File: src/design/tftp_pkg.sv
package tftp_pkg;

	// TFTP opcodes as they arrive on the wire
	localparam logic [15:0] OPC_RRQ   = 16'd1;
	localparam logic [15:0] OPC_WRQ   = 16'd2;
	localparam logic [15:0] OPC_DATA  = 16'd3;
	localparam logic [15:0] OPC_ACK   = 16'd4;
	localparam logic [15:0] OPC_ERROR = 16'd5;

	// TFTP error codes
	localparam logic [2:0] ERR_NONE        = 3'd0;
	localparam logic [2:0] ERR_NOT_FOUND   = 3'd1;
	localparam logic [2:0] ERR_ILLEGAL     = 3'd4;
	localparam logic [2:0] ERR_UNKNOWN_TID = 3'd5;
	localparam logic [2:0] ERR_EXISTS      = 3'd6;

	localparam logic [3:0] MAX_TIMEOUTS_RST = 4'd5;
	localparam logic [3:0] TIMEOUT_SAT     = 4'd15;

	typedef enum logic [2:0] {
		CLS_RRQ,
		CLS_WRQ,
		CLS_DATA,
		CLS_ACK,
		CLS_ERROR,
		CLS_ILLEGAL
	} op_class_t;

	typedef enum logic [1:0] {
		KIND_NONE = 2'd0,
		KIND_DATA = 2'd1,
		KIND_ACK  = 2'd2,
		KIND_ERR  = 2'd3
	} kind_t;

	typedef enum logic [1:0] {
		PH_IDLE  = 2'd0,
		PH_READ  = 2'd1,
		PH_WRITE = 2'd2
	} phase_t;

	// One classified event as it travels from the front to the back
	typedef struct packed {
		logic        tick;
		op_class_t   op;
		logic [15:0] block_num;
		logic [9:0]  payload_len;
		logic [31:0] src_addr;
		logic [15:0] src_port;
		logic        file_ok;
		logic [31:0] file_bytes;
	} entry_t;

	// One result word
	typedef struct packed {
		kind_t       kind;
		logic [15:0] blk;
		logic [9:0]  len;
		logic        retx;
		logic [2:0]  err;
		logic        to_sender;
		logic        store;
		logic        close;
		logic        discard;
		logic        ok;
	} result_t;

	localparam int unsigned QUEUE_DEPTH = 2;

endpackage

File: src/design/tftp_front.sv
module tftp_front (
	input  logic              evt_valid,
	output logic              evt_ready,
	input  logic              req_type,
	input  logic [15:0]       opcode,
	input  logic [15:0]       block_num,
	input  logic [9:0]        payload_len,
	input  logic [31:0]       src_addr,
	input  logic [15:0]       src_port,
	input  logic              file_ok,
	input  logic [31:0]       file_bytes,
	input  logic              q_full,
	output logic              q_push,
	output tftp_pkg::entry_t  q_entry
);
	import tftp_pkg::*;

	op_class_t op_cls;

	// decode the opcode into a compact class
	always_comb begin
		unique case (opcode)
			OPC_RRQ:   op_cls = CLS_RRQ;
			OPC_WRQ:   op_cls = CLS_WRQ;
			OPC_DATA:  op_cls = CLS_DATA;
			OPC_ACK:   op_cls = CLS_ACK;
			OPC_ERROR: op_cls = CLS_ERROR;
			default:   op_cls = CLS_ILLEGAL;
		endcase
	end

	assign evt_ready = !q_full;
	assign q_push    = evt_valid && !q_full;

	always_comb begin
		q_entry.tick        = req_type;
		q_entry.op          = op_cls;
		q_entry.block_num   = block_num;
		q_entry.payload_len = payload_len;
		q_entry.src_addr    = src_addr;
		q_entry.src_port    = src_port;
		q_entry.file_ok     = file_ok;
		q_entry.file_bytes  = file_bytes;
	end

endmodule

File: src/design/tftp_queue.sv
module tftp_queue (
	input  logic              clk,
	input  logic              arst_n,
	input  logic              push,
	input  tftp_pkg::entry_t  push_entry,
	output logic              full,
	input  logic              pop,
	output logic              head_valid,
	output tftp_pkg::entry_t  head
);
	import tftp_pkg::*;

	localparam int unsigned PW = (QUEUE_DEPTH > 1) ? $clog2(QUEUE_DEPTH) : 1;
	localparam int unsigned CW = $clog2(QUEUE_DEPTH + 1);

	entry_t          mem_q [QUEUE_DEPTH];
	logic [PW-1:0]   wr_ptr_q;
	logic [PW-1:0]   rd_ptr_q;
	logic [CW-1:0]   count_q;

	assign full       = (count_q == CW'(QUEUE_DEPTH));
	assign head_valid = (count_q != '0);
	assign head       = mem_q[rd_ptr_q];

	always_ff @(posedge clk) begin
		if (push) begin
			mem_q[wr_ptr_q] <= push_entry;
		end
	end

	always_ff @(posedge clk or negedge arst_n) begin
		if (!arst_n) begin
			wr_ptr_q <= '0;
			rd_ptr_q <= '0;
			count_q  <= '0;
		end else begin
			if (push) begin
				wr_ptr_q <= (wr_ptr_q == PW'(QUEUE_DEPTH - 1)) ? '0 : wr_ptr_q + 1'b1;
			end
			if (pop) begin
				rd_ptr_q <= (rd_ptr_q == PW'(QUEUE_DEPTH - 1)) ? '0 : rd_ptr_q + 1'b1;
			end
			if (push && !pop) begin
				count_q <= count_q + 1'b1;
			end else if (pop && !push) begin
				count_q <= count_q - 1'b1;
			end
		end
	end

endmodule

File: src/design/tftp_back.sv
module tftp_back #(
	parameter int unsigned BLOCK_BYTES = 512
) (
	input  logic               clk,
	input  logic               arst_n,
	input  logic               head_valid,
	input  tftp_pkg::entry_t   head,
	output logic               pop,
	input  logic [3:0]         max_timeouts,
	output logic               res_valid,
	input  logic               res_ready,
	output tftp_pkg::result_t  res
);
	import tftp_pkg::*;

	localparam logic [31:0] BLK32 = 32'(BLOCK_BYTES);
	localparam logic [10:0] BLK11 = 11'(BLOCK_BYTES);

	phase_t      phase_q, phase_d;
	logic [31:0] client_ip_q, client_ip_d;
	logic [15:0] client_port_q, client_port_d;
	logic [15:0] last_block_q, last_block_d;
	logic [31:0] bytes_left_q, bytes_left_d;
	logic [9:0]  last_len_q, last_len_d;
	logic        eof_q, eof_d;
	logic [3:0]  tcount_q, tcount_d;
	logic        res_valid_q;
	result_t     res_q, res_d;

	logic        in_read;
	logic        match;
	logic [31:0] sn_bytes;
	logic [15:0] sn_base;
	logic [15:0] sn_block;
	logic [31:0] sn_len;
	logic [3:0]  tcount_inc;
	logic [15:0] prev_block;
	logic [15:0] next_block;

	assign pop       = head_valid && (!res_valid_q || res_ready);
	assign res_valid = res_valid_q;
	assign res       = res_q;

	assign in_read    = (phase_q == PH_READ);
	assign match      = (head.src_addr == client_ip_q) && (head.src_port == client_port_q);
	assign prev_block = last_block_q - 16'd1;
	assign next_block = last_block_q + 16'd1;
	assign tcount_inc = (tcount_q < TIMEOUT_SAT) ? tcount_q + 4'd1 : tcount_q;

	// next DATA block: from the request on open, from the session otherwise
	assign sn_bytes = in_read ? bytes_left_q : head.file_bytes;
	assign sn_base  = in_read ? last_block_q : 16'd0;
	assign sn_block = sn_base + 16'd1;
	assign sn_len   = (sn_bytes < BLK32) ? sn_bytes : BLK32;

	always_comb begin
		phase_d       = phase_q;
		client_ip_d   = client_ip_q;
		client_port_d = client_port_q;
		last_block_d  = last_block_q;
		bytes_left_d  = bytes_left_q;
		last_len_d    = last_len_q;
		eof_d         = eof_q;
		tcount_d      = tcount_q;
		res_d         = '0;
		res_d.kind    = KIND_NONE;

		unique case (phase_q)
			PH_READ, PH_WRITE: begin
				if (head.tick) begin
					tcount_d = tcount_inc;
					if (tcount_inc >= max_timeouts) begin
						phase_d     = PH_IDLE;
						res_d.close = 1'b1;
					end else if (in_read) begin
						res_d.kind = KIND_DATA;
						res_d.blk  = last_block_q;
						res_d.len  = last_len_q;
						res_d.retx = 1'b1;
					end else begin
						res_d.kind = KIND_ACK;
						res_d.blk  = last_block_q;
						res_d.retx = 1'b1;
					end
				end else if (!match) begin
					// stray sender: answer it, leave the session alone
					res_d.kind      = KIND_ERR;
					res_d.err       = ERR_UNKNOWN_TID;
					res_d.to_sender = 1'b1;
				end else if (in_read) begin
					case (head.op)
						CLS_ACK: begin
							if (head.block_num == last_block_q) begin
								if (eof_q) begin
									phase_d     = PH_IDLE;
									res_d.close = 1'b1;
									res_d.ok    = 1'b1;
								end else begin
									last_block_d = sn_block;
									eof_d        = (sn_len != BLK32);
									bytes_left_d = sn_bytes - sn_len;
									last_len_d   = sn_len[9:0];
									res_d.kind   = KIND_DATA;
									res_d.blk    = sn_block;
									res_d.len    = sn_len[9:0];
								end
							end else if (head.block_num != prev_block) begin
								res_d.kind  = KIND_ERR;
								res_d.err   = ERR_ILLEGAL;
								phase_d     = PH_IDLE;
								res_d.close = 1'b1;
							end
						end
						CLS_ERROR: begin
							phase_d     = PH_IDLE;
							res_d.close = 1'b1;
						end
						default: begin
							res_d.kind  = KIND_ERR;
							res_d.err   = ERR_ILLEGAL;
							phase_d     = PH_IDLE;
							res_d.close = 1'b1;
						end
					endcase
				end else begin
					case (head.op)
						CLS_DATA: begin
							if (head.block_num == last_block_q) begin
								res_d.kind = KIND_ACK;
								res_d.blk  = last_block_q;
								res_d.retx = 1'b1;
							end else if (head.block_num == next_block) begin
								last_block_d = next_block;
								res_d.kind   = KIND_ACK;
								res_d.blk    = next_block;
								res_d.store  = 1'b1;
								// short block ends the upload
								if ({1'b0, head.payload_len} < BLK11) begin
									eof_d       = 1'b1;
									phase_d     = PH_IDLE;
									res_d.close = 1'b1;
									res_d.ok    = 1'b1;
								end
							end else begin
								res_d.kind    = KIND_ERR;
								res_d.err     = ERR_ILLEGAL;
								phase_d       = PH_IDLE;
								res_d.close   = 1'b1;
								res_d.discard = 1'b1;
							end
						end
						CLS_ERROR: begin
							phase_d       = PH_IDLE;
							res_d.close   = 1'b1;
							res_d.discard = 1'b1;
						end
						default: begin
							res_d.kind    = KIND_ERR;
							res_d.err     = ERR_ILLEGAL;
							phase_d       = PH_IDLE;
							res_d.close   = 1'b1;
							res_d.discard = 1'b1;
						end
					endcase
				end
			end
			default: begin
				// idle, and the unused phase code behaves as idle
				phase_d = PH_IDLE;
				if (!head.tick) begin
					if (head.op == CLS_RRQ || head.op == CLS_WRQ) begin
						if (!head.file_ok) begin
							res_d.kind      = KIND_ERR;
							res_d.err       = (head.op == CLS_RRQ) ? ERR_NOT_FOUND : ERR_EXISTS;
							res_d.to_sender = 1'b1;
						end else begin
							client_ip_d   = head.src_addr;
							client_port_d = head.src_port;
							tcount_d      = 4'd0;
							if (head.op == CLS_RRQ) begin
								phase_d      = PH_READ;
								last_block_d = sn_block;
								eof_d        = (sn_len != BLK32);
								bytes_left_d = sn_bytes - sn_len;
								last_len_d   = sn_len[9:0];
								res_d.kind   = KIND_DATA;
								res_d.blk    = sn_block;
								res_d.len    = sn_len[9:0];
							end else begin
								phase_d      = PH_WRITE;
								last_block_d = 16'd0;
								eof_d        = 1'b0;
								bytes_left_d = 32'd0;
								last_len_d   = 10'd0;
								res_d.kind   = KIND_ACK;
							end
						end
					end else begin
						res_d.kind      = KIND_ERR;
						res_d.err       = ERR_ILLEGAL;
						res_d.to_sender = 1'b1;
					end
				end
			end
		endcase
	end

	always_ff @(posedge clk or negedge arst_n) begin
		if (!arst_n) begin
			phase_q       <= PH_IDLE;
			client_ip_q   <= '0;
			client_port_q <= '0;
			last_block_q  <= '0;
			bytes_left_q  <= '0;
			last_len_q    <= '0;
			eof_q         <= 1'b0;
			tcount_q      <= '0;
			res_valid_q   <= 1'b0;
		end else begin
			if (pop) begin
				phase_q       <= phase_d;
				client_ip_q   <= client_ip_d;
				client_port_q <= client_port_d;
				last_block_q  <= last_block_d;
				bytes_left_q  <= bytes_left_d;
				last_len_q    <= last_len_d;
				eof_q         <= eof_d;
				tcount_q      <= tcount_d;
				res_valid_q   <= 1'b1;
			end else if (res_ready) begin
				res_valid_q   <= 1'b0;
			end
		end
	end

	always_ff @(posedge clk) begin
		if (pop) begin
			res_q <= res_d;
		end
	end

endmodule

File: src/design/tftp_server_transfer_fsm.sv
// Path: an accepted word is written into the queue; the back end then decides it from the
//   queue head and loads the result register.
// Throughput: one word per cycle sustained while res_ready stays high; the back end updates
//   session state as it loads the result, so back-to-back events never wait on it.
// Reset (arst_n low, asynchronous): session idle, all session state zero, queue empty,
//   no result pending, max_timeouts back to 5.
//
// Structure
//   front : decodes the opcode into a class and pushes a queue entry; it only stalls when
//           the queue is full.
//   queue : two-entry buffer between front and back, so a stalled result consumer does not
//           immediately back up the event producer.
//   back  : holds the session (client address/port, block number, bytes left, eof mark,
//           timeout count) and loads the result register, one event per cycle unless stalled.
//   config: max_timeouts is written through its own valid/ready channel, always ready.
module tftp_server_transfer_fsm #(
	parameter int unsigned BLOCK_BYTES = 512
) (
	input  logic        clk,
	input  logic        arst_n,

	// event channel
	input  logic        evt_valid,
	output logic        evt_ready,
	input  logic        req_type,
	input  logic [15:0] opcode,
	input  logic [15:0] block_num,
	input  logic [9:0]  payload_len,
	input  logic [31:0] src_addr,
	input  logic [15:0] src_port,
	input  logic        file_ok,
	input  logic [31:0] file_bytes,

	// result channel
	output logic        res_valid,
	input  logic        res_ready,
	output logic [1:0]  send_kind,
	output logic [15:0] send_block,
	output logic [9:0]  send_len,
	output logic        send_retx,
	output logic [2:0]  error_code,
	output logic        err_to_sender,
	output logic        store_payload,
	output logic        close_conn,
	output logic        discard_file,
	output logic        done_ok,

	// configuration channel
	input  logic        cfg_valid,
	output logic        cfg_ready,
	input  logic [3:0]  cfg_data
);
	import tftp_pkg::*;

	logic       q_full;
	logic       q_push;
	entry_t     q_entry;
	logic       q_pop;
	logic       head_valid;
	entry_t     head;
	result_t    res;
	logic [3:0] max_timeouts_q;

	// config register: always ready; the user must write it only while the block is quiet, the block does not enforce this
	assign cfg_ready = 1'b1;

	always_ff @(posedge clk or negedge arst_n) begin
		if (!arst_n) begin
			max_timeouts_q <= MAX_TIMEOUTS_RST;
		end else if (cfg_valid) begin
			max_timeouts_q <= cfg_data;
		end
	end

	tftp_front u_front (
		.evt_valid   (evt_valid),
		.evt_ready   (evt_ready),
		.req_type    (req_type),
		.opcode      (opcode),
		.block_num   (block_num),
		.payload_len (payload_len),
		.src_addr    (src_addr),
		.src_port    (src_port),
		.file_ok     (file_ok),
		.file_bytes  (file_bytes),
		.q_full      (q_full),
		.q_push      (q_push),
		.q_entry     (q_entry)
	);

	tftp_queue u_queue (
		.clk        (clk),
		.arst_n     (arst_n),
		.push       (q_push),
		.push_entry (q_entry),
		.full       (q_full),
		.pop        (q_pop),
		.head_valid (head_valid),
		.head       (head)
	);

	tftp_back #(
		.BLOCK_BYTES (BLOCK_BYTES)
	) u_back (
		.clk          (clk),
		.arst_n       (arst_n),
		.head_valid   (head_valid),
		.head         (head),
		.pop          (q_pop),
		.max_timeouts (max_timeouts_q),
		.res_valid    (res_valid),
		.res_ready    (res_ready),
		.res          (res)
	);

	// unpack the result word onto its ports
	assign send_kind     = res.kind;
	assign send_block    = res.blk;
	assign send_len      = res.len;
	assign send_retx     = res.retx;
	assign error_code    = res.err;
	assign err_to_sender = res.to_sender;
	assign store_payload = res.store;
	assign close_conn    = res.close;
	assign discard_file  = res.discard;
	assign done_ok       = res.ok;

	// discarding the file only happens as part of ending the session
	a_discard_closes: assert property (@(posedge clk) disable iff (!arst_n)
		res_valid && discard_file |-> close_conn)
		else $error("discard_file without close_conn");

	// a successful finish closes cleanly and keeps the file
	a_done_clean: assert property (@(posedge clk) disable iff (!arst_n)
		res_valid && done_ok |-> close_conn && !discard_file && (error_code == ERR_NONE))
		else $error("done_ok with error or discard");

	// a stored payload is always acknowledged as a fresh block
	a_store_acks: assert property (@(posedge clk) disable iff (!arst_n)
		res_valid && store_payload |-> (send_kind == KIND_ACK) && !send_retx)
		else $error("store_payload without fresh ACK");

	// a session never ends while sending another DATA block
	a_close_no_data: assert property (@(posedge clk) disable iff (!arst_n)
		res_valid && close_conn |-> (send_kind != KIND_DATA))
		else $error("close_conn together with DATA");

endmodule

File: config.mk
export PLATFORM = sky130hd
export DESIGN_NAME = tftp_server_transfer_fsm
export DESIGN_NICKNAME = d
export VERILOG_FILES = /design/src/design/tftp_pkg.sv /design/src/design/tftp_front.sv /design/src/design/tftp_queue.sv /design/src/design/tftp_back.sv /design/src/design/tftp_server_transfer_fsm.sv
export SDC_FILE = /design/constraint.sdc
export NUM_CORES = 1
export LEC_CHECK = 0
export BUFFER_PORTS_ARGS = -buffer_cell sky130_fd_sc_hd__buf_2
export CAP_MARGIN = 20
export CORE_MARGIN = 3
export CORE_UTILIZATION = 45
export CTS_CLUSTER_DIAMETER = 100
export CTS_CLUSTER_SIZE = 28
export DETAILED_ROUTE_END_ITERATION = 6
export SYNTH_ARGS = -nofsm -noshare
export SYNTH_HDL_FRONTEND = slang
export SYNTH_SLANG_ARGS = --single-unit
File: constraint.sdc
create_clock -name clk -period 7.2 [get_ports clk]
set_clock_uncertainty 0.15 [all_clocks]
set_input_delay 1.8 -clock clk [delete_from_list [all_inputs] [get_ports clk]]
set_output_delay 1.8 -clock clk [all_outputs]
set_load 0.01 [all_outputs]
# Word level (Yosys, flattened, before mapping)
# Memories as Yosys holds them, arrays and structs flattened.
# Cells that the tools add are included.
# word_totals
word_cells	264
output_inout_bits	40
ff_bits	159
in_bits	133
n_memories	1
mem_bits_rw	222
# mem_list
name	depth	width	read_ports	rd_ports_with_merged_regs	wr	line	text
u_queue.mem_q	2	111	1	0	1	tftp_queue.sv:16	entry_t mem_q [QUEUE_DEPTH];
# op_classes
mux	158
reduce_logical	27
n_bitwise	4
eq_ne	38
order_cmp	4
add_sub_neg	9
# op_table
operator	count
32-bit 2-to-1 mux	13
16-bit 2-to-1 mux	17
10-bit 2-to-1 mux	13
26-bit 2-to-1 mux	5
28-bit 2-to-1 mux	3
4-bit 2-to-1 mux	17
29-bit 2-to-1 mux	2
18-bit 2-to-1 mux	3
27-bit 2-to-1 mux	2
2-bit 2-to-1 mux	25
16-bit equality test	3
1-bit 2-to-1 mux	45
16-bit by 1-bit adder with 16-bit output (second input constant)	2
16-bit by 2-bit equality test with 1-bit output (second input constant)	2
16-bit by 3-bit equality test with 1-bit output (second input constant)	2
32-bit equality test	1
32-bit by 10-bit less-than comparator with 1-bit output (second input constant)	1
32-bit by 10-bit inequality test with 1-bit output (second input constant)	1
32-bit subtractor	1
11-bit AND reduction	2
3-bit 2-to-1 mux	7
16-bit by 1-bit equality test with 1-bit output (second input constant)	1
16-bit inequality test	1
16-bit by 1-bit subtractor with 16-bit output (second input constant)	1
other kinds (37)	70

# Depth between registers and ports, before layout
# Gate-level depths: netlist of run 1.
# An unclocked memory read counts as a cell.
# depth
ltp_word	15
mapped_depth	18
ltp_nobuf	14

# Hierarchy
# From an unflattened synthesis of run 1, not the netlist that was laid out.
# unflattened
hier_cells	1645
area_unflattened_um2	19710.2
# modules_own_cells
mod	cells_per_inst	area_each_um2	seq_area_each_um2	instances
tftp_back	1151	10435.0	3963.8	1
tftp_queue	361	8217.9	6766.5	1
tftp_front	123	898.4	0.0	1
tftp_server_transfer_fsm	10	158.9	102.6	1

# Worst setup path after synthesis of run 1
# OpenSTA, ideal clock, no wires.
# synth_path
kind	input to register
start	input evt_valid
end	memory u_queue.mem_q[0][0] (netlist bit) (enable)
path_slack_ps	350
cell_stages	2
t_required_ps	6486
setup_time_ps	564
path_buffers	0
arrival_ps	6136
path_cell_list	nand2_1 -> nor2_1
# synth_via
elab_chain_cells	3
# synth_lines
element	line	text
start: declaration	tftp_server_transfer_fsm.sv:23	input logic evt_valid,
1-bit logical AND	tftp_front.sv:33	assign q_push = evt_valid && !q_full;
1-bit 2-to-1 mux	tftp_queue.sv:26	if (push) begin
1-bit 2-to-1 mux (not written as such)	tftp_queue.sv:27	mem_q[wr_ptr_q] <= push_entry;
end: declaration	tftp_queue.sv:16	
# No other way between the ends.

# Worst setup path in the final report of run 1
# layout_path
start	register u_queue.rd_ptr_q
end	register u_back.bytes_left_q[21]
# layout_via
elab_chain_cells	12
word_cells_on_any_way	31
cone_classes	add/sub (1); order compare (1); eq/ne (8); mux (13); bitwise (1); reduce/logical (6); memory (1)
# layout_lines
element	line	text
start: declaration	tftp_queue.sv:18	logic [PW-1:0] rd_ptr_q;
start signal: assignment	tftp_queue.sv:41	rd_ptr_q <= (rd_ptr_q == PW'(QUEUE_DEPTH - 1)) ? '0 : rd_ptr_q + 1'b1;
memory read 2 x 111 bit (*)	--	
32-bit 2-to-1 mux	tftp_back.sv:51	assign sn_bytes = in_read ? bytes_left_q : head.file_bytes;
32-bit by 10-bit less-than comparator with 1-bit output	tftp_back.sv:54	assign sn_len = (sn_bytes < BLK32) ? sn_bytes : BLK32;
32-bit 2-to-1 mux	tftp_back.sv:54	
32-bit subtractor	tftp_back.sv:101, tftp_back.sv:184	
32-bit 2-to-1 mux	tftp_back.sv:94	if (eof_q) begin
32-bit 2-to-1 mux	tftp_back.sv:93	if (head.block_num == last_block_q) begin
32-bit 2-to-1 mux	tftp_back.sv:91	case (head.op)
32-bit 2-to-1 mux	tftp_back.sv:90	end else if (in_read) begin
32-bit 2-to-1 mux	tftp_back.sv:85	end else if (!match) begin
32-bit 2-to-1 mux	tftp_back.sv:70	if (head.tick) begin
32-bit 2-to-1 mux	tftp_back.sv:68	unique case (phase_q)
end signal: assignment	tftp_back.sv:225	bytes_left_q <= bytes_left_d;
end: declaration	tftp_back.sv:23	logic [31:0] bytes_left_q, bytes_left_d;
# Mark *: on every way between the ends. The rest lies on a longest branch, timed or not. The select of a mux whose other input is x is not followed.
# A chain may end at the register's enable or synchronous reset.

==> results.md, run 1 <==
Outcome:
- The run finished with clean final reports.

Detailed routing:
- Once detail routing completed, the nets flagged for antenna violations numbered 0.
- For this block, the routed nets add up to 40500 µm of wire.
- Detailed routing inserted a total of 11824 vias.
- The number of vias per cell after detailed routing is between 5 and 6.
- For this block, the initial DRC count from the detailed router was approximately 950.
- The wire length per cell after detailed routing is around 19 µm.
- The post-detailed-route DRC marker count is 0.
- The number of detailed-routing iterations run before antenna repair is 5.

Min path:
- The path with the worst hold slack has its endpoint at u_back.bytes_left_q[10].
- The startpoint identified for the worst hold timing path is u_back.bytes_left_q[10].
- The min-delay analysis places its worst path in the category reg -> reg.
- Along the worst hold path, the cell count comes to 2.

Cells and area:
- The number of standard cells in the layout, taps in and fillers out is roughly 2100.
- The relative area change from synthesis to final layout is 10.2%.
- At the end of the flow the core is filled with cells to 0.505.
- The finished cells cover 19100 µm².
- The layout has 3446 filler cells.
- In the final layout, the share of cells above drive strength 1 is 0.156.
- The final-stage net count is 1731.

Yosys:
- The prevailing post-synth register cell is edfxtp_1.
- The combined area of all synthesized cells is 17400 µm².
- The fraction of synthesized area in multiplexers is 0.0667.
- Of the total synthesized cell area, the portion taken by XOR and XNOR cells is 0.0534.
- In this run the mean area of a mapped cell was 11.8 µm².
- The synthesized instance count is 1475.
- The share of the synthesized area in compound gates (AO/OA/AOI/OAI) is 0.125.
- The flip-flop and latch count after synthesis is 363.
- By area, the combinational part of the netlist is dominated by compound AO/OA/AOI/OAI gates.
- The post-synthesis async set-or-reset flop share is 0.336.
- Of the total synthesized cell area, the portion taken by AND, OR, NAND and NOR gates is 0.122.
- Of the total synthesized cell area, the portion taken by full adders, half adders and majority gates is 0.0101.
- After synthesis, the netlist uses 83 different library cells.
- The sequential share of the synthesized area is 0.593.
- The warning count from the yosys run is 0.
- The synthesized design contains ~240 enable-type register cells.
- The synthesized netlist net count is between 1500 and 2000.

Power and ir drop:
- The share of total power dissipated in the clock network is 0.174.
- The share of total power dissipated in sequential elements is 0.491.
- In this run the power density over the cells is ~340 nW/µm².
- The static power due to leakage is 7.30 nW.
- The worst-case IR drop observed on VDD is 224 µV.
- The combinational cell fraction of total power is 0.336.
- For this design the total switching power over the nets is 2.23 mW.
- The internal portion of total power is 4.26 mW.
- The fraction of power spent switching nets is 0.343.

STA:
- At the pin with the least slew margin, the transition time is 967 ps.
- The shortest period the worst path allows is between 5000 and 6000 ps.
- The number of failing hold endpoints at the final stage is 0.
- The max-slew violation total from the final report is 0.
- The timing-limited maximum frequency is 0.189 GHz.
- Dividing the final minimum period by the clock period gives 0.734.
- Setup repair after global routing left no endpoint under its margin.
- Setup violations remaining at the end of the flow were counted as 0.
- The setup slack after layout is about 1900 ps.
- In the final timing run, aggregate negative setup slack is 0 ps.
- The remaining max-slew budget at the tightest pin is 0.353.

Worst setup path:
- In this design, the stage delay of the slowest critical-path cell is around 970 ps.
- Measured in cells, the most critical reg-to-reg path has a length of 11.
- Data on the critical path is required at its endpoint by 7520 ps.
- The cell repeated most along the worst path is buf_4.
- Walking the worst path, the cells encountered are buf_4, mux2i_1, xnor2_1, nor4_1, nand4_1, nor3_4, and4_1, o21ai_4, buf_4, nor2_1, a22o_1.
- The slack of the worst reg-to-reg path is 1920 ps.
- The launch point of the worst reg-to-reg path is u_queue.rd_ptr_q.
- On the critical path, the stage with the largest delay is an instance of dfrtp_4.
- By startpoint and endpoint, the worst setup path is classified as reg -> reg.
- Data arrives at the worst endpoint at roughly 5600 ps.
- STA classifies the critical path startpoint as a register.
- The critical path crosses 11 cells after its start point.
- In this design, the largest share of critical-path delay is due to simple AND/OR/NAND/NOR gates.
- Counting both buffers and inverters, the worst setup path holds a total of 2.
- The worst setup path is captured at a register.
- The destination of the worst register-to-register timing path is u_back.bytes_left_q[21].
- Along the worst path, the maximum fanout reaches 48.

Clock network:
- The number of buffers added for setup after CTS is 0.
- The TritonCTS clock tree is yes.
- Counting along the longest clock path gives a buffer depth of 3.
- The number of resized instances in the post-cts repair step is 0.
- The root buffer cell is clkbuf_16.
- The clock transition at the registers of the reported paths is 110 ps.
- The number of clock buffers inserted by TritonCTS is 17.
- CTS built an H-tree with a depth of 1.
- The number of hold buffers added after cts is 0.
- The clock network latency to the later pin of the worst-skew pair is around 520 ps.
- Counting every sink on the clock net gives between 300 and 400.

Floorplan:
- The initial core utilization is 0.459.
- The full die area is around 40000 µm².
- The total number of placement rows is 71.
- The I/O pin count is between 150 and 200.
- The placeable core region is 37800 µm².
- The die is between 200 and 250 µm wide.
- The vertical extent of the die is around 200 µm.

Flow run:
- The total of max-cap violations is 0.

Placed design:
- At the placement stage, the worst setup path has a slack of 1890 ps.
- Summed over all nets, the half-perimeter wirelength after detailed placement is 27900 µm.
- The final weighted congestion of routability-driven global placement is approximately 0.92.
- The number of placed instances with taps included is about 2100.
- The cell area after placement is roughly 19000 µm².
- The number of port buffers is between 150 and 200.

Global routing:
- The via count of the first global-routing pass is around 12000.
- For this run, the total global-route usage over all layers was measured as 0.197.
- After global routing the overflow that remains totals 0.
- The initial antenna violation count came to 12.
- The pin count of the biggest net entering global routing is just under 100.
- The wire length of the first global-routing pass is approximately 65000 µm.
layout make-up:
| class | instances | area [µm²] | share of cell area |
|---|---|---|---|
| antenna | 3 | 7.51 | 0.000393 |
| sequential | 363 | 10300 | 0.538 |
| timing repair buffer | 185 | 1010 | 0.0526 |
| clock buffer | 25 | 455 | 0.0238 |
| tap | 511 | 639 | 0.0334 |
| inverter | 21 | 78.8 | 0.00412 |
| clock inverter | 4 | 58.8 | 0.00307 |
| multi-input combinational | 996 | 6580 | 0.344 |
placed cells by master (no fill, tap or decap), types with 5 or more instances in the layout:
master,instances
nand2b_1,9
mux2_2,10
xnor2_1,88
o22ai_1,5
nand3_1,36
clkbuf_1,8
a31oi_1,10
ha_1,13
nand4_1,13
o211ai_1,10
o21a_1,8
or4_1,6
nor3_1,34
and4_1,8
and2_1,12
clkbuf_16,17
dfrtp_1,119
a211o_1,5
o31ai_1,16
nor2_1,123
edfxtp_1,241
o21ai_1,6
a32o_1,9
inv_1,21
a22o_1,33
o21ai_0,79
nor4_1,27
buf_4,23
mux2i_1,103
and3_1,9
buf_2,161
a21oi_1,93
nand2_1,114
or3_1,11
xor2_1,16
a21o_1,7
power by group through the flow:
stage	clock, mW	sequential [mW]	combinational, mW
CTS	1.17	3.20	2.20
global route	1.26	3.25	2.43
global placement	0	3.22	2.16
finish	1.13	3.19	2.18
floorplan	0	3.16	1.70
detailed placement	0	3.24	2.20
per-layer routing:
metal | GRT usage | part of all wire | vias to the layer above
met5 | 0 | 0.0023 | -
met4 | 0.0436 | 0.021 | 18
met3 | 0.0453 | 0.069 | 66
met2 | 0.310 | 0.45 | 322
met1 | 0.282 | 0.45 | 5724
li1 | - | - | 5694
synthesized netlist by cell type (4+ instances only):
| master | instances | area (µm²) |
|---|---|---|
| nand2_1 | 114 | 428 |
| mux2i_1 | 103 | 1030 |
| a22oi_1 | 4 | 30.0 |
| o211ai_1 | 10 | 75.1 |
| buf_2 | 10 | 50.1 |
| inv_1 | 21 | 78.8 |
| xor2_1 | 16 | 140 |
| a21oi_1 | 93 | 465 |
| and2_1 | 12 | 75.1 |
| o22ai_1 | 5 | 31.3 |
| or4_1 | 6 | 45.0 |
| or2_2 | 4 | 25.0 |
| nor2_1 | 124 | 465 |
| a21o_1 | 7 | 52.6 |
| mux2_2 | 10 | 113 |
| edfxtp_1 | 241 | 7240 |
| nand4_1 | 13 | 81.3 |
| a31oi_1 | 10 | 62.6 |
| nand2b_1 | 9 | 56.3 |
| and3_1 | 11 | 68.8 |
| dfrtp_1 | 120 | 3000 |
| a211o_1 | 5 | 43.8 |
| or3_1 | 11 | 68.8 |
| o31ai_1 | 16 | 120 |
| a32o_1 | 9 | 90.1 |
| o21a_1 | 8 | 60.1 |
| ha_1 | 14 | 175 |
| nor4_1 | 27 | 169 |
| buf_6 | 7 | 78.8 |
| xnor2_1 | 88 | 771 |
| o21ai_1 | 7 | 35.0 |
| nand3_1 | 36 | 180 |
| clkbuf_1 | 67 | 251 |
| o21ai_0 | 79 | 395 |
| a22o_1 | 33 | 289 |
| and4_1 | 8 | 70.1 |
| o41ai_1 | 4 | 35.0 |
| buf_1 | 8 | 30.0 |
| o21bai_1 | 4 | 30.0 |
| nor3_1 | 34 | 170 |
registers in the layout, summed over array words and instances (netlist names):
name,cells
u_back.res,37
u_back.eof_q,1
u_back.res_valid,1
u_back.client_ip_q,32
u_back.phase_q,2
u_queue.count_q,2
u_back.bytes_left_q,32
max_timeouts_q,4
u_back.client_port_q,16
u_back.tcount_q,4
u_back.last_len_q,10
u_queue.wr_ptr_q,1
u_back.last_block_q,16
u_queue.mem_q,204
u_queue.rd_ptr_q,1
metrics by stage:
step	hold slack (ps)	power [mW]
floorplan	294	4.86
global route	361	6.94
global placement	308	5.38
detailed placement	321	5.44
CTS	347	6.57
finish	341	6.49
worst register-to-register path: stages, from the launching register on:
cell and delay, ps:
dfrtp_4 970, buf_4 500, mux2i_1 330, xnor2_1 100
nor4_1 440, nand4_1 310, nor3_4 510, and4_1 320
o21ai_4 180, buf_4 350, nor2_1 810, a22o_1 250
logic make-up after synthesis:
kind of cell,after synthesis
AO/OA/AOI/OAI,331
XOR/XNOR,105
adder cells (fa/ha/maj),14
buffers and inverters,116
flip-flops,363
multiplexers,114
other,1
AND/OR/NAND/NOR,431
how the worst max path moves through the flow:
stage | from | end | slack (ps)
after global placement | u_queue.rd_ptr_q | u_back.bytes_left_q[21] | 1890
final | u_queue.rd_ptr_q | u_back.bytes_left_q[21] | 1920
after detailed placement | u_queue.rd_ptr_q | u_back.bytes_left_q[21] | 1890
after global routing | u_queue.rd_ptr_q | u_back.bytes_left_q[25] | 1570
after CTS | u_queue.rd_ptr_q | u_back.bytes_left_q[21] | 1880
after floorplan | evt_valid | u_queue.mem_q[0][0] | 350
Power figures use the tool's default switching activity.
==> run 2, diff against run 1 <==
--- a/config.mk
+++ b/config.mk
@@ -12,6 +12,7 @@
 export CTS_CLUSTER_DIAMETER = 100
 export CTS_CLUSTER_SIZE = 28
 export DETAILED_ROUTE_END_ITERATION = 6
+export PLACE_DENSITY = 0.66
 export SYNTH_ARGS = -nofsm -noshare
 export SYNTH_HDL_FRONTEND = slang
 export SYNTH_SLANG_ARGS = --single-unit
==> constraint.sdc (replaced) <==
create_clock -name clk -period 4.5 [get_ports clk]
set_clock_uncertainty 0.15 [all_clocks]
set_input_delay 1.125 -clock clk [delete_from_list [all_inputs] [get_ports clk]]
set_output_delay 1.125 -clock clk [all_outputs]
set_load 0.01 [all_outputs]
==> run 2 against run 1 <==
Against the previous run: sequential power is 58% higher; setup slack worse by 1600 ps; via count grew 1.6%; clock power grew 63%; combinational power grew 69%; sequential share of layout area decreased by 0.88 points; design area is 1.7% higher; count of clock-buffer cells in the layout decreased by 1; routed wire length rose by 1.7%; maximum frequency is 27% higher; flip-flop and latch count unchanged; critical path type unchanged; largest cell class unchanged.
==> results.md, run 2 (synthesized netlist as in run 1, its figures left out) <==
Cells and area:
- Leaving out fill and tap cells, the most frequent cell in the layout is edfxtp_1.
- The number of antenna cells inserted is 0 (-3).
- The post-route core utilization is 0.514 (+0.00840).
- The final-stage net count was 1765 (+2.0%).
- The share of cells above drive strength 1 is 0.174 (+0.0189).
- The cell area after layout came to 19400 µm² (+1.7%).
- The flip-flop count of the largest register, all copies and words added came to 204 (unchanged).
- The top cell types in the final layout, fill and taps aside, are 241 x edfxtp_1, 161 x buf_2, 123 x nor2_1.
- The largest register by flop count is u_queue.mem_q.
- Compared with the post-synthesis result, the final layout area differs by 12.0%.
- The number of standard cells in the layout, taps in and fillers out came to 2139 (+1.5%).

Clock network:
- The root buffer cell is clkbuf_16.
- TritonCTS built the clock tree.
- The H-tree depth was 1 (unchanged).
- The number of buffers added for setup after CTS was 0 (unchanged).
- The count of clock tree sinks is 363 (unchanged).
- The number of resized instances in the post-cts repair step is 0 (unchanged).
- The number of clock buffers inserted by TritonCTS came to 17 (unchanged).
- The clock network latency to the later pin of the worst-skew pair came to 530 ps (about the same).
- The clock transition at the registers of the reported paths was 110 ps (about the same).
- The clock tree buffer depth is 3 (unchanged).
- The number of hold buffers added after cts is 0 (unchanged).

STA:
- Setup repair after global routing left no endpoint under its margin.
- The number of failing hold endpoints at the final stage is 0 (unchanged).
- The measured slew at the worst slew-check pin came to 847 ps (-120 ps).
- The remaining max-slew budget at the tightest pin is 0.434 (+0.0805).
- The final count of negative-setup-slack endpoints came to 0 (unchanged).
- The timing-limited maximum frequency is 0.240 GHz (+27%).
- The share of the clock period used by the worst path after layout was 0.924 (+0.191).
- The final setup TNS is 0 ps (unchanged).
- The shortest period the worst path allows was 4160 ps (-1120 ps).
- The setup slack after layout is 341 ps (-1580 ps).
- The max-slew violation total from the final report is 0 (unchanged).

Floorplan:
- The initial core utilization was 0.459 (unchanged).
- The I/O pin count is 173 (unchanged).
- The placeable core region was 37800 µm² (unchanged).
- The width of the die came to 202 µm (unchanged).
- The full die area was 41000 µm² (unchanged).
- The vertical extent of the die is 202 µm (unchanged).
- The total number of placement rows is 71 (unchanged).

Placed design:
- The worst slack after detailed placement is 333 ps (-1560 ps).
- The number of port buffers is 162 (unchanged).
- The cell area after placement came to 18900 µm² (+1.8%).
- The number of placed instances with taps included is 2110 (+1.7%).
- The final weighted congestion of routability-driven global placement is 0.957 (+4.3%).
- The total half-perimeter wirelength after legalization and detailed placement is 28800 µm (+3.5%).

Worst setup path:
- The sort of element at the start of the critical path is a register.
- The worst register-to-register path begins at u_queue.rd_ptr_q.
- The maximum fanout encountered on the critical timing path was 21 (-56%).
- The type of destination of the critical path is a register.
- The critical path ends at u_back.bytes_left_q[5].
- The worst reg-to-reg path cell count is 11 (unchanged).
- The worst setup path is of the reg -> reg kind.
- The critical path startpoint is u_queue.rd_ptr_q.
- The endpoint identified for the worst register-to-register timing path is u_back.bytes_left_q[5].
- The worst path arrival time is 4480 ps (-1120 ps).
- The required time of the critical path is 4820 ps (-2700 ps).
- The slack of the worst reg-to-reg path is 340 ps (-1580 ps).

Power and ir drop:
- The worst vdd rail ir drop is 428 µV (+91%).
- The power density relative to cell area is 543 nW/µm² (+60%).
- The static power due to leakage is 7.49 nW (+2.6%).

Detailed routing:
- The number of detailed-routing iterations run before antenna repair was 5 (unchanged).
- The DRC violation total after the first TritonRoute iteration is 932 (-2.1%).
- The post-detailed-route DRC marker count is 0 (unchanged).
- The number of vias per cell after detailed routing was 5.62 (+0.17%).
- The antenna violation net count after detailed routing is 0 (unchanged).
- The total via count after detailed routing is 12018 (+1.6%).
- The wire length per cell after detailed routing was 19.2 µm (+0.20%).
- The total routed wirelength is 41100 µm (+1.7%).

Global routing:
- The overall global routing resource usage is 0.197 (-0.000704).
- The wire length of the first global-routing pass is 64900 µm (unchanged).
- The initial antenna violation count came to 10 (-2).
- The via count of the first global-routing pass is 11761 (+0.71%).
- The total overflow reported by the global router was 0 (unchanged).
- The pin count of the biggest net entering global routing is 75 (-23%).

Outcome:
- The run finished with clean final reports.

Min path:
- The tightest min-delay check is of the reg -> reg type.
- The source of the worst hold timing path is u_back.bytes_left_q[31].

Flow run:
- The total of max-cap violations is 0 (unchanged).
run 2: cell count changes in the layout (fill, tap and decap cells not counted):
cell / change
clkbuf_1: -2
diode_2: -3
clkbuf_8: +1
buf_16: -1
clkinv_4: +1
buf_12: +6
buf_4: +29
run 2: layout make-up:
| class | instances | area [µm²] |
|---|---|---|
| Multi-Input combinational cell | 996 | 6580 |
| Fill cell | 3408 | 18400 |
| Timing Repair Buffer | 219 | 1320 |
| Tap cell | 511 | 639 |
| Sequential cell | 363 | 10300 |
| Inverter | 21 | 78.8 |
| Clock buffer | 24 | 462 |
| Clock inverter | 5 | 67.6 |
run 2: through the flow:
step,hold WS [ps],power (mW)
2_1_floorplan,294,7.77
4_1_cts,337,10.7
3_5_place_dp,312,8.82
3_3_place_gp,307,8.70
6_report,336,10.6
5_1_grt,371,11.2
run 2: how the worst min path moves through the flow:
| stage | endpoint | slack, ps | cells after the start |
|---|---|---|---|
| 2_1_floorplan | u_back.bytes_left_q[31] | 290 | 2 |
| 3_3_place_gp | u_back.bytes_left_q[31] | 310 | 2 |
| 3_5_place_dp | u_back.bytes_left_q[31] | 310 | 2 |
| 4_1_cts | u_back.bytes_left_q[31] | 340 | 2 |
| 5_1_grt | u_back.bytes_left_q[31] | 370 | 2 |
| 6_report | u_back.bytes_left_q[31] | 340 | 2 |
run 2: layer usage:
metal / vias to the layer above / wire length (µm) / global-route usage
met2: 367 / 19200 / 0.319
met3: 89 / 2470 / 0.0353
met5: - / 145 / 0
li1: 5751 / - / -
met4: 20 / 1230 / 0.0527
met1: 5791 / 18100 / 0.276
run 2: power by group:
group / internal (mW) / switching [mW] / total, mW
registers: 4.57 / 0.469 / 5.04
clock network: 0.802 / 1.04 / 1.84
logic: 1.55 / 2.13 / 3.68
run 2: worst max-delay path: stages, from the launching register on:
cell and delay, ps:
dfrtp_4 690, buf_4 350, mux2i_1 290, xnor2_1 90, nor4_1 430, nand4_1 300
nor3_4 320, buf_4 200, and4_1 250, o21ai_4 90, nor2_1 670, a22o_1 250
==> run 3, diff against run 2 <==
--- a/config.mk
+++ b/config.mk
@@ -7,10 +7,11 @@
 export LEC_CHECK = 0
 export BUFFER_PORTS_ARGS = -buffer_cell sky130_fd_sc_hd__buf_2
 export CAP_MARGIN = 20
+export CORE_ASPECT_RATIO = 0.7
 export CORE_MARGIN = 3
 export CORE_UTILIZATION = 45
 export CTS_CLUSTER_DIAMETER = 100
-export CTS_CLUSTER_SIZE = 28
+export CTS_CLUSTER_SIZE = 14
 export DETAILED_ROUTE_END_ITERATION = 6
 export PLACE_DENSITY = 0.66
 export SYNTH_ARGS = -nofsm -noshare
==> run 3 against run 2 <==
Against the previous run: global-route usage rose by 1.4 points; cell count up 0.51%; critical path type unchanged; critical path depth decreased by 2; non-clock buffer count up 8; critical endpoint is now u_back.res[2]; sequential power barely moved; routed wire length increased by 6.5%; largest power group unchanged; clock power grew 29%; worst hold slack worse by 7.3 ps.
==> results.md, run 3 (synthesized netlist as in run 1, its figures left out) <==
Min path:
- The path class of the tightest hold or removal check is reg -> reg.
- The end of the worst hold path is u_back.bytes_left_q[19].
- The startpoint identified for the worst hold timing path is u_back.bytes_left_q[19].
- The depth of the worst hold-timing path is 2 (unchanged).

Power and ir drop:
- The static power due to leakage is 7.67 nW (+2.4%).
- The power density relative to cell area is 566 nW/µm² (+4.2%).
- The worst vdd rail ir drop was 314 µV (-27%).

Placed design:
- The total half-perimeter wirelength after legalization and detailed placement was 30400 µm (+5.4%).
- The cell area after placement is 19000 µm² (+0.30%).
- The number of port buffers is 162 (unchanged).
- The number of placed instances with taps included was 2095 (-0.71%).
- The final weighted congestion of routability-driven global placement is 0.921 (-3.8%).
- The worst slack after detailed placement is 530 ps (+197 ps).

Clock network:
- The number of clock buffers inserted by TritonCTS is 29 (+12).
- The clock transition at the registers of the reported paths is 80 ps (-30 ps).
- The number of buffers added for setup after CTS came to 0 (unchanged).
- The H-tree depth came to 1 (unchanged).
- The number of resized instances in the post-cts repair step was 0 (unchanged).
- The clock tree buffer depth came to 3 (unchanged).
- The TritonCTS clock tree is yes.
- The count of clock tree sinks came to 363 (unchanged).
- The number of hold buffers added after cts is 0 (unchanged).
- Clock tree synthesis selected as its root buffer the cell clkbuf_16.
- The clock network latency to the later pin of the worst-skew pair is 590 ps (+60 ps).

STA:
- The final setup TNS is 0 ps (unchanged).
- The max-slew violation total from the final report came to 0 (unchanged).
- Setup repair after global routing left no endpoint under its margin.
- The setup slack after layout is 423 ps (+82.3 ps).
- The timing-limited maximum frequency came to 0.245 GHz (+2.0%).
- The remaining max-slew budget at the tightest pin came to 0.399 (-0.0345).
- The share of the clock period used by the worst path after layout is 0.906 (-0.0183).
- The final count of negative-setup-slack endpoints is 0 (unchanged).
- The number of failing hold endpoints at the final stage is 0 (unchanged).
- The shortest period the worst path allows is 4080 ps (-82.3 ps).
- The measured slew at the worst slew-check pin is 901 ps (+54.9 ps).

Cells and area:
- In the layout the commonest cells are 241 x edfxtp_1, 161 x buf_2, 123 x nor2_1.
- The filler cell count is 3252 (-4.6%).
- The most common library cell in the layout ignoring fill and taps is edfxtp_1.
- The number of standard cells in the layout, taps in and fillers out is 2150 (+0.51%).
- The largest register by flop count is u_queue.mem_q.
- The flip-flop count of the largest register, all copies and words added is 204 (unchanged).
- The relative area change from synthesis to final layout is 14.0%.
- The cell area after layout was 19800 µm² (+1.8%).
- The post-route core utilization is 0.527 (+0.0131).
- The share of cells above drive strength 1 is 0.180 (+0.00556).
- The final-stage net count was 1785 (+1.1%).

Floorplan:
- The total number of placement rows is 59 (-17%).
- The initial core utilization is 0.462 (+0.00328).
- The full die area is 41000 µm² (about the same).
- The width of the die was 241 µm (+19%).
- The I/O pin count came to 173 (unchanged).
- The placeable core region was 37600 µm² (-0.71%).
- The vertical extent of the die was 170 µm (-16%).

Global routing:
- The via count of the first global-routing pass came to 11780 (+0.16%).
- The total overflow reported by the global router is 0 (unchanged).
- The pin count of the biggest net entering global routing is 106 (+41%).
- The wire length of the first global-routing pass is 67600 µm (+4.1%).
- The initial antenna violation count is 4 (-6).
- The overall global routing resource usage came to 0.211 (+0.0142).

Detailed routing:
- The total routed wirelength came to 43800 µm (+6.5%).
- The total met2 wirelength after detailed routing is 19300 µm (+0.31%).
- The wire length per cell after detailed routing is 20.4 µm (+6.0%).
- The number of detailed-routing iterations run before antenna repair is 6 (+1).
- The antenna violation net count after detailed routing came to 0 (unchanged).
- The top routing layer in use is met5.
- The routed length on met3 was 3100 µm (+25%).
- The number of vias per cell after detailed routing was 5.71 (+1.6%).
- The total via count after detailed routing is 12269 (+2.1%).
- The post-detailed-route DRC marker count is 0 (unchanged).
- The DRC violation total after the first TritonRoute iteration is 1135 (+22%).
- The detailed-routing wirelength on met1 is 20600 µm (+14%).

Worst setup path:
- The required time of the critical path is 4660 ps (-160 ps).
- The slack of the worst reg-to-reg path came to 420 ps (+80 ps).
- The worst reg-to-reg path cell count came to 9 (-2).
- The maximum fanout encountered on the critical timing path came to 14 (-33%).
- The worst path arrival time is 4240 ps (-240 ps).
- The worst setup path is captured at a register.
- The critical path in this run is classified as reg -> reg.
- The destination of the worst register-to-register timing path is u_back.res[2].
- The worst setup path is launched from a register.
- The launch point of the worst reg-to-reg path is u_back.last_block_q[2].

Flow run:
- The total of max-cap violations is 0 (unchanged).

Outcome:
- The run finished with clean final reports.
## run 3: changes by cell type in the layout (fill, tap and decap cells not counted), sizes merged
| cell | change |
|---|---|
| inv | -2 |
| clkbuf | +29 |
| diode | +1 |
| bufinv | -1 |
| buf | +8 |
| clkinv | -1 |
## run 3: where the power goes
group | switching [mW] | internal (mW)
sequential | 0.447 | 4.58
combinational | 2.24 | 1.57
clock | 1.15 | 1.22
total | 3.84 | 7.37
## run 3: per-layer routing
metal | vias up | GRT usage
met5 | - | 0
met4 | 6 | 0.0363
met3 | 57 | 0.0366
met2 | 435 | 0.326
met1 | 5965 | 0.318
li1 | 5806 | -
## run 3: area by class of cell
type                       instances  area (µm²)  share of cell area
antenna                            1        2.50            0.000126
sequential                       363       10300               0.520
clock inverter                     1        8.76            0.000442
clock buffer                      53         816              0.0412
timing repair buffer             227        1400              0.0708
tap                              488         611              0.0308
multi-input combinational        996        6580               0.333
inverter                          21        78.8             0.00398
## run 3: through the flow
step | power (mW) | hold slack, ps
after detailed placement | 8.90 | 316
after floorplan | 7.77 | 294
after CTS | 11.3 | 332
after global routing | 11.9 | 365
after global placement | 8.79 | 309
final | 11.2 | 329
## run 3: worst max-delay path, stage by stage, from the launching register on
cell	delay (ps)
dfrtp_1	530
or4_1	580
or4_1	570
o31a_1	350
a2111oi_0	690
buf_4	230
a31oi_1	190
nor2_1	240
nor2b_1	70
o21a_1	190
## run 3: worst max path at each step
| stage | depth (start not counted) | endpoint | slack (ps) | startpoint |
|---|---|---|---|---|
| 2_1_floorplan | 2 | u_queue.mem_q[0][0] | 40 | evt_valid |
| 3_3_place_gp | 9 | u_back.res[2] | 470 | u_back.last_block_q[2] |
| 3_5_place_dp | 11 | u_back.bytes_left_q[2] | 530 | u_queue.rd_ptr_q |
| 4_1_cts | 11 | u_back.bytes_left_q[2] | 510 | u_queue.rd_ptr_q |
| 5_1_grt | 9 | u_back.res[36] | 100 | u_back.last_block_q[2] |
| 6_report | 9 | u_back.res[2] | 420 | u_back.last_block_q[2] |
